<file path="src/polygon_normal_triangulator_assert.svh">
// assertion helpers used by the block's controller
`ifndef POLYGON_NORMAL_TRIANGULATOR_ASSERT_SVH
`define POLYGON_NORMAL_TRIANGULATOR_ASSERT_SVH

// property that must hold at every clock edge outside reset
`define PNT_ASSERT(lbl, clk, rst_n, prop, msg) \
    lbl: assert property (@(posedge clk) disable iff (!rst_n) (prop)) else $error(msg);

// condition that must hold in the cycle after a trigger
`define PNT_ASSERT_NEXT(lbl, clk, rst_n, pre, post, msg) \
    lbl: assert property (@(posedge clk) disable iff (!rst_n) (pre) |=> (post)) else $error(msg);

`endif

</file>
<file path="src/pnt_pkg.sv">
`timescale 1ns / 1ps

package pnt_pkg;

    localparam int MAX_VERTS_DEF  = 16;
    localparam int COORD_BITS_DEF = 24;
    localparam int POS_W          = 24;
    localparam int NRM_W          = 16;
    localparam int FACE_W         = 16;

    typedef logic [1:0] status_t;
    localparam status_t ST_OK   = 2'd0;
    localparam status_t ST_FEW  = 2'd1;
    localparam status_t ST_MANY = 2'd2;

    typedef struct packed {
        logic [FACE_W-1:0]        face_id;
        logic signed [POS_W-1:0]  pos_x;
        logic signed [POS_W-1:0]  pos_y;
        logic signed [POS_W-1:0]  pos_z;
        logic                     last_vertex;
    } vert_item_t;

    typedef struct packed {
        logic signed [POS_W-1:0]  out_x;
        logic signed [POS_W-1:0]  out_y;
        logic signed [POS_W-1:0]  out_z;
        logic signed [NRM_W-1:0]  norm_x;
        logic signed [NRM_W-1:0]  norm_y;
        logic signed [NRM_W-1:0]  norm_z;
        logic [FACE_W-1:0]        out_face_id;
        status_t                  status;
        logic                     last_of_run;
    } res_item_t;

    // products taken by the shared multiplier, a and b are the edge vectors (the diagonals for a quad)
    typedef enum logic [3:0] {
        MS_AYBZ = 4'd0,
        MS_AZBY = 4'd1,
        MS_AZBX = 4'd2,
        MS_AXBZ = 4'd3,
        MS_AXBY = 4'd4,
        MS_AYBX = 4'd5,
        MS_AXAX = 4'd6,
        MS_AYAY = 4'd7,
        MS_AZAZ = 4'd8,
        MS_BXBX = 4'd9,
        MS_BYBY = 4'd10,
        MS_BZBZ = 4'd11
    } mul_sel_t;

    typedef struct packed {
        logic     wr_en;
        logic     face_latch;
        logic     rd_en;
        logic [1:0] rd_slot;
        logic     diff_en;
        logic     acc_clr;
        logic     mul_en;
        mul_sel_t mul_sel;
        logic     norm_init;
        logic     shift_en;
        logic     sq_en;
        logic     sum_en;
        logic     srch_a;
        logic     srch_b;
        logic [1:0] comp;
        logic [3:0] bitpos;
        logic     out_load;
        logic     out_err;
        status_t  err_code;
        logic     out_last;
    } pnt_cmd_t;

    typedef struct packed {
        logic big;
        logic quad_rot;
        logic out_free;
    } pnt_sts_t;

endpackage

</file>
<file path="src/pnt_ctrl.sv">
`timescale 1ns / 1ps
`include "polygon_normal_triangulator_assert.svh"

module pnt_ctrl #(
    parameter int MAX_VERTS = pnt_pkg::MAX_VERTS_DEF
) (
    input  logic                          clk,
    input  logic                          rst_n,
    input  logic                          vert_valid,
    input  logic                          vert_last,
    output logic                          vert_stall,
    input  pnt_pkg::pnt_sts_t             sts,
    output pnt_pkg::pnt_cmd_t             cmd,
    output logic [$clog2(MAX_VERTS)-1:0]  wr_addr,
    output logic [$clog2(MAX_VERTS)-1:0]  rd_addr
);

    localparam int IDX_W = $clog2(MAX_VERTS);
    localparam int CNT_W = $clog2(MAX_VERTS + 1);

    typedef enum logic [13:0] {
        S_LOAD  = 14'b00000000000001,
        S_RD    = 14'b00000000000010,
        S_DIFF  = 14'b00000000000100,
        S_MUL   = 14'b00000000001000,
        S_MWAIT = 14'b00000000010000,
        S_INIT  = 14'b00000000100000,
        S_SHIFT = 14'b00000001000000,
        S_SQ    = 14'b00000010000000,
        S_SUM   = 14'b00000100000000,
        S_SA    = 14'b00001000000000,
        S_SB    = 14'b00010000000000,
        S_EMRD  = 14'b00100000000000,
        S_EMWR  = 14'b01000000000000,
        S_ERR   = 14'b10000000000000
    } state_t;

    state_t                state_reg, state_next;
    logic [CNT_W-1:0]      cnt_reg, cnt_next;
    logic                  ovf_reg, ovf_next;
    logic [CNT_W-1:0]      n_reg, n_next;
    logic [IDX_W-1:0]      term_reg, term_next;
    logic [1:0]            rcnt_reg, rcnt_next;
    logic [3:0]            mcnt_reg, mcnt_next;
    logic [1:0]            comp_reg, comp_next;
    logic [3:0]            bit_reg, bit_next;
    logic [IDX_W-1:0]      tri_reg, tri_next;
    logic [1:0]            corner_reg, corner_next;
    logic                  rot_reg, rot_next;
    pnt_pkg::status_t      errc_reg, errc_next;

    logic                  accept;
    logic [CNT_W-1:0]      n_new;
    logic                  ovf_new;
    logic [IDX_W-1:0]      i1, i2, ebase, eidx;
    logic                  emit_last;

    function automatic logic [IDX_W-1:0] wrap_inc(input logic [IDX_W-1:0] x,
                                                  input logic [CNT_W-1:0] n);
        logic [CNT_W-1:0] t;
        t = CNT_W'(x) + CNT_W'(1);
        return (t == n) ? '0 : t[IDX_W-1:0];
    endfunction

    assign vert_stall = (state_reg != S_LOAD);
    assign accept     = vert_valid && (state_reg == S_LOAD);
    assign wr_addr    = cnt_reg[IDX_W-1:0];
    assign ovf_new    = ovf_reg || (cnt_reg == CNT_W'(MAX_VERTS));
    assign n_new      = (cnt_reg < CNT_W'(MAX_VERTS)) ? cnt_reg + CNT_W'(1) : cnt_reg;

    assign i1 = wrap_inc(term_reg, n_reg);
    assign i2 = wrap_inc(i1, n_reg);

    // fan corner, rotated by one vertex for a quad split on the other diagonal
    always_comb
    begin
        unique case (corner_reg)
            2'd1:    ebase = tri_reg + IDX_W'(1);
            2'd2:    ebase = tri_reg + IDX_W'(2);
            default: ebase = '0;
        endcase
        eidx = rot_reg ? wrap_inc(ebase, n_reg) : ebase;
    end

    assign emit_last = (corner_reg == 2'd2) && (CNT_W'(tri_reg) + CNT_W'(3) == n_reg);

    always_comb
    begin
        state_next  = state_reg;
        cnt_next    = cnt_reg;
        ovf_next    = ovf_reg;
        n_next      = n_reg;
        term_next   = term_reg;
        rcnt_next   = rcnt_reg;
        mcnt_next   = mcnt_reg;
        comp_next   = comp_reg;
        bit_next    = bit_reg;
        tri_next    = tri_reg;
        corner_next = corner_reg;
        rot_next    = rot_reg;
        errc_next   = errc_reg;
        rd_addr     = '0;

        cmd            = '0;
        cmd.mul_sel    = pnt_pkg::mul_sel_t'(mcnt_reg);
        cmd.comp       = comp_reg;
        cmd.bitpos     = bit_reg;
        cmd.err_code   = errc_reg;
        cmd.rd_slot    = rcnt_reg;
        cmd.out_last   = emit_last;

        unique case (state_reg)
            S_LOAD:
            begin
                if (accept)
                begin
                    cmd.wr_en      = (cnt_reg < CNT_W'(MAX_VERTS));
                    cmd.face_latch = (cnt_reg == '0) && !ovf_reg;
                    if (vert_last)
                    begin
                        cnt_next = '0;
                        ovf_next = 1'b0;
                        if (ovf_new)
                        begin
                            errc_next  = pnt_pkg::ST_MANY;
                            state_next = S_ERR;
                        end
                        else if (n_new < CNT_W'(3))
                        begin
                            errc_next  = pnt_pkg::ST_FEW;
                            state_next = S_ERR;
                        end
                        else
                        begin
                            n_next      = n_new;
                            term_next   = '0;
                            rcnt_next   = '0;
                            cmd.acc_clr = 1'b1;
                            state_next  = S_RD;
                        end
                    end
                    else
                    begin
                        cnt_next = n_new;
                        ovf_next = ovf_new;
                    end
                end
            end
            S_RD:
            begin
                cmd.rd_en = 1'b1;
                if (n_reg == CNT_W'(3))
                begin
                    unique case (rcnt_reg)
                        2'd1:    rd_addr = IDX_W'(1);
                        2'd3:    rd_addr = IDX_W'(2);
                        default: rd_addr = '0;
                    endcase
                end
                else if (n_reg == CNT_W'(4))
                begin
                    unique case (rcnt_reg)
                        2'd1:    rd_addr = IDX_W'(2);
                        2'd2:    rd_addr = IDX_W'(1);
                        2'd3:    rd_addr = IDX_W'(3);
                        default: rd_addr = '0;
                    endcase
                end
                else
                begin
                    unique case (rcnt_reg)
                        2'd0:    rd_addr = term_reg;
                        2'd3:    rd_addr = i2;
                        default: rd_addr = i1;
                    endcase
                end
                rcnt_next = rcnt_reg + 2'd1;
                if (rcnt_reg == 2'd3)
                begin
                    state_next = S_DIFF;
                end
            end
            S_DIFF:
            begin
                cmd.diff_en = 1'b1;
                mcnt_next   = '0;
                state_next  = S_MUL;
            end
            S_MUL:
            begin
                cmd.mul_en = 1'b1;
                mcnt_next  = mcnt_reg + 4'd1;
                if ((n_reg == CNT_W'(4) && mcnt_reg == 4'(pnt_pkg::MS_BZBZ))
                    || (n_reg != CNT_W'(4) && mcnt_reg == 4'(pnt_pkg::MS_AYBX)))
                begin
                    state_next = S_MWAIT;
                end
            end
            S_MWAIT:
            begin
                // last product lands in the accumulators here
                if (n_reg > CNT_W'(4) && (CNT_W'(term_reg) + CNT_W'(1) != n_reg))
                begin
                    term_next  = term_reg + IDX_W'(1);
                    rcnt_next  = '0;
                    state_next = S_RD;
                end
                else
                begin
                    state_next = S_INIT;
                end
            end
            S_INIT:
            begin
                cmd.norm_init = 1'b1;
                state_next    = S_SHIFT;
            end
            S_SHIFT:
            begin
                if (sts.big)
                begin
                    cmd.shift_en = 1'b1;
                end
                else
                begin
                    state_next = S_SQ;
                end
            end
            S_SQ:
            begin
                cmd.sq_en  = 1'b1;
                state_next = S_SUM;
            end
            S_SUM:
            begin
                cmd.sum_en = 1'b1;
                comp_next  = '0;
                bit_next   = 4'd14;
                state_next = S_SA;
            end
            S_SA:
            begin
                cmd.srch_a = 1'b1;
                state_next = S_SB;
            end
            S_SB:
            begin
                cmd.srch_b = 1'b1;
                state_next = S_SA;
                if (bit_reg == 4'd0)
                begin
                    bit_next = 4'd14;
                    if (comp_reg == 2'd2)
                    begin
                        tri_next    = '0;
                        corner_next = '0;
                        rot_next    = (n_reg == CNT_W'(4)) && sts.quad_rot;
                        state_next  = S_EMRD;
                    end
                    else
                    begin
                        comp_next = comp_reg + 2'd1;
                    end
                end
                else
                begin
                    bit_next = bit_reg - 4'd1;
                end
            end
            S_EMRD:
            begin
                cmd.rd_en   = 1'b1;
                cmd.rd_slot = 2'd0;
                rd_addr     = eidx;
                state_next  = S_EMWR;
            end
            S_EMWR:
            begin
                if (sts.out_free)
                begin
                    cmd.out_load = 1'b1;
                    if (corner_reg == 2'd2)
                    begin
                        corner_next = '0;
                        tri_next    = tri_reg + IDX_W'(1);
                    end
                    else
                    begin
                        corner_next = corner_reg + 2'd1;
                    end
                    state_next = emit_last ? S_LOAD : S_EMRD;
                end
            end
            S_ERR:
            begin
                if (sts.out_free)
                begin
                    cmd.out_load = 1'b1;
                    cmd.out_err  = 1'b1;
                    state_next   = S_LOAD;
                end
            end
            default:
            begin
                state_next = S_LOAD;
            end
        endcase
    end

    always_ff @(posedge clk or negedge rst_n)
    begin
        if (!rst_n)
        begin
            state_reg  <= S_LOAD;
            cnt_reg    <= '0;
            ovf_reg    <= 1'b0;
            n_reg      <= '0;
            term_reg   <= '0;
            rcnt_reg   <= '0;
            mcnt_reg   <= '0;
            comp_reg   <= '0;
            bit_reg    <= '0;
            tri_reg    <= '0;
            corner_reg <= '0;
            rot_reg    <= 1'b0;
            errc_reg   <= pnt_pkg::ST_OK;
        end
        else
        begin
            state_reg  <= state_next;
            cnt_reg    <= cnt_next;
            ovf_reg    <= ovf_next;
            n_reg      <= n_next;
            term_reg   <= term_next;
            rcnt_reg   <= rcnt_next;
            mcnt_reg   <= mcnt_next;
            comp_reg   <= comp_next;
            bit_reg    <= bit_next;
            tri_reg    <= tri_next;
            corner_reg <= corner_next;
            rot_reg    <= rot_next;
            errc_reg   <= errc_next;
        end
    end

    `PNT_ASSERT(a_load_free, clk, rst_n, !cmd.out_load || sts.out_free, "item loaded into a busy output register")
    `PNT_ASSERT_NEXT(a_last_stall, clk, rst_n, accept && vert_last, vert_stall, "input taken after the last vertex of a face")
    `PNT_ASSERT(a_cnt_range, clk, rst_n, cnt_reg <= CNT_W'(MAX_VERTS), "vertex count beyond the store")
    `PNT_ASSERT(a_shift_big, clk, rst_n, !cmd.shift_en || sts.big, "normal scaled below range")

endmodule

</file>
<file path="config.mk">
export PLATFORM = sky130hd
export DESIGN_NAME = pnt_ctrl
export DESIGN_NICKNAME = d
export VERILOG_FILES = /design/src/pnt_pkg.sv /design/src/pnt_ctrl.sv
export VERILOG_INCLUDE_DIRS = /design/src /design/src/src
export SDC_FILE = /design/constraint.sdc
export NUM_CORES = 1
export LEC_CHECK = 0
export BUFFER_PORTS_ARGS = -buffer_cell sky130_fd_sc_hd__buf_2
export CORE_ASPECT_RATIO = 0.6
export CORE_UTILIZATION = 35
export DETAILED_ROUTE_END_ITERATION = 16
export GPL_TIMING_DRIVEN = 0
export RECOVER_POWER = 25
export SLEW_MARGIN = 20
export SYNTH_ARGS = -nofsm -noshare
export SYNTH_HDL_FRONTEND = slang
export SYNTH_SLANG_ARGS = --single-unit
</file>
<file path="constraint.sdc">
create_clock -name clk -period 4.3 [get_ports clk]
set_input_delay 0 -clock clk [delete_from_list [all_inputs] [get_ports clk]]
set_output_delay 0 -clock clk [all_outputs]
set_load 0.05 [all_outputs]
</file>
==> summary.txt <==
Logic synthesis
  • Mapped cell area: between 4000 and 5000 um^2
  • Top cells by area, synth: dfrtp_1 (30%), ha_1 (7.1%), nand2_1 (4.8%), xnor2_1 (4.3%), nor2_1 (4.2%)
  • Post-synth ARST share: 100%
  • Number of synthesized flops with an enable pin: 0
  • Avg Inst Size Synth: about 8 um^2
  • Area leader, netlist: dfrtp_1
  • Main synth FF type: dfrtp_1
  • Yosys top cell area share: between 30% and 40%
  • Top-count cell post-synth: nand2_1
  • Seq/Total Area, Yosys: a little under a third
  • Leading cell types by count after synthesis: nand2_1 (52), dfrtp_1 (49), nor2_1 (46)
  • Yosys cell types: 70
  • Warnings from Yosys: 0
  • Mapped Nets: 532
  • Number of synthesized register bits: 50
  • Mapped Cells: around 500

Timing
  • Final Hold Viols: 0
  • Final slew viol count: 51
  • Final setup violation count: 0
  • Worst-margin pin slew: 2800 ps
  • Hold_ws: roughly 5.4 ps
  • Fin crit share: between 90% and 100%
  • Slew HR: -86.5%
  • Worst clock skew: ~8.5 ps
  • Fin crit period: 4090 ps
  • Maximum clock frequency: approximately 0.24 GHz
  • RSZ-0062 raised after global routing: no
  • Setup TNS: 0 ps

Power and ir drop
  • Clock share of power: between 10% and 20%
  • Pwr Total: 2.82 mW
  • P_leak: about 2.1 nW
  • Seq pwr share: 23.1%
  • Switching share of power: around 49%
  • Internal power: 1.45 mW
  • Worst vdd ir: 0.291 mV
  • Pwr dens: 600 nW/um^2
  • Comb pwr share: between 60 and 70%
  • Psw: roughly 1.4 mW

Worst setup path
  • Crit path largest cell delay: 420 ps
  • CP required: between 4000 and 5000 ps
  • CP delay by family, top: compound AO/OA/AOI/OAI gates
  • Most used cell, CP: a2111oi_0
  • CP endpoint kind: primary output
  • Peak fanout along the critical path: 8
  • Critical Path Slowest Stage Cell: a2111oi_0
  • Crit path buf inv count: 3
  • Worst Setup Start Kind: flip-flop
  • CP arrival: ~4100 ps
  • Crit-path cells: clkbuf_1 -> nand3_1 -> xnor2_2 -> a211o_4 -> nand2_1 -> inv_1 -> ha_1 -> a2111oi_0 -> a2111oi_0 -> nand4_1 -> nand4_2 -> a221o_1 -> a32o_1 -> buf_2
  • Critical path type: reg -> out

Die
  • DIE WIDTH: between 100 and 150 um
  • Die Height: 85.6 um
  • Number of top-level pins: 45
  • Starting Density: a little over a third
  • Die area: about 12000 um^2
  • Standard-cell rows: 30
  • Core Area: ~11000 um^2

Clock tree
  • CTS tree: built
  • Worst-skew pair later-pin latency: slightly below 300 ps
  • Clock buffer depth: 2
  • CTS Sinks: 50
  • Total CTS buffers: 5
  • CTS HTree Levels: 2
  • CTS clk-pin slew, worst paths: 70 ps
  • # Post-CTS Setup Buffers: 0
  • Clk root buf: clkbuf_16

Detailed routing
  • Initial drt markers: 283
  • Via count: around 3800
  • DRC errors left: 0
  • Final WL: between 10 and 15 mm
  • Vias/cell: between 5 and 6
  • ANT nets after route: 0
  • TritonRoute pass-1 iters: 4
  • Per-cell routed wire length: approximately 15 um

Run status
  • Status: complete, but fails checks
  • Failing checks: max-capacitance violations, max-slew violations

Final layout
  • Final core occ: about 42%
  • Max reg flops: 14
  • Design Area, Final: between 4000 and 5000 um^2
  • Area grow syn2layout: 15.3%
  • ANT cells: 0
  • Filler instances: approximately 1200
  • Share of layout cells above drive strength 1: a little over an eighth
  • Nets: around 600

Global routing
  • Initial antenna violation count: 0
  • Vias in the first global route: approximately 3500
  • Largest net degree at the start of global routing: 51
  • GRT Resource Usage Total: a little under a fifth
  • Congestion Overflow GR: 0
  • First-pass GRT wire length: between 15 and 20 mm

Placed design
  • Placed Area: about 4500 um^2
  • Port-buffer cells: 44
  • Hpwl dp: slightly above 8 mm
  • Gpl congestion: between 0.8 and 0.9

Min path
  • Worst Hold Class: in -> reg

Job
  • Max Cap Violations: 1
==> cell families (layout without fill, tap and decap cells) <==
group,after synthesis,count (layout),share of synthesized area [%]
muxes,7,7,1.78
DFF,50,50,30.7
AOI/OAI and AO/OA,126,126,20.9
xor gates and xnor gates,29,29,6.74
buffers and inverters,53,107,5.40
and+or+nand+nor,214,214,27.4
adders and majority gates,23,23,7.05
==> final timing paths <==
check	from	endpoint	slack [ps]	cells past startpoint
max	term_reg[0]$_DFFE_PN0P_	rd_addr[3]	210	14
max in group asynchronous	rst_n	state_reg[9]$_DFFE_PN0P_	1570	2
min reg2reg	errc_reg[1]$_DFFE_PN0P_	errc_reg[1]$_DFFE_PN0P_	480	1
min	vert_last	ovf_reg$_DFFE_PN0P_	5	2
max reg2reg	n_reg[0]$_DFFE_PN0P_	errc_reg[1]$_DFFE_PN0P_	910	8
min in group asynchronous	rst_n	cnt_reg[4]$_DFFE_PN0P_	1160	2
==> power by group through the flow <==
| stage | clock network [mW] | registers (mW) | logic [mW] |
|---|---|---|---|
| 2_1_floorplan | 0 | 0.671 | 1.29 |
| 3_3_place_gp | 0 | 0.652 | 1.65 |
| 3_5_place_dp | 0 | 0.657 | 1.68 |
| 4_1_cts | 0.470 | 0.648 | 1.68 |
| 5_1_grt | 0.494 | 0.666 | 1.88 |
| 6_report | 0.462 | 0.651 | 1.71 |
==> final cells by class <==
cell class,count,area (um^2),share of cell area (%)
multi-input cells,399,2620,55.7
plain buffers,28,126,2.69
inverters,25,93.8,1.99
clock inverters,1,30.0,0.638
flip-flops and latches,50,1250,26.6
repair buffers,46,239,5.08
well taps,160,200,4.26
clock buffers,7,143,3.03
==> metal layers <==
layer | track usage (%) | share of wire [%] | vias up
met5 | 0 | 0 | -
met4 | 3.52 | 0.80 | 0
met3 | 2.62 | 5.8 | 9
met2 | 24.7 | 38 | 115
met1 | 29.7 | 55 | 1796
li1 | - | - | 1913
==> per-stage QoR <==
step                      instances  setup WS (ps)
after CTS                       716            189
after detailed placement        706            521
after global routing            716           3.51
after floorplan                 502            667
after global placement          706            520
final                           716            206
==> cells in the final DEF, fill, tap and decap left out, types with 19 or more instances in the layout <==
cell,n
xnor2_1,19
ha_1,22
nand3_1,20
nand2_1,52
dfrtp_1,49
buf_2,45
clkbuf_1,22
o21ai_0,29
nor3_1,21
nor2_1,46
inv_1,25
a21oi_1,25
==> what timing repair did <==
action                     CTS  global route
hold endpoints to repair    50             0
hold buffers                 2             0
resized for setup            0             3
setup endpoints to repair    0             2
Power figures use the tool's default switching activity.
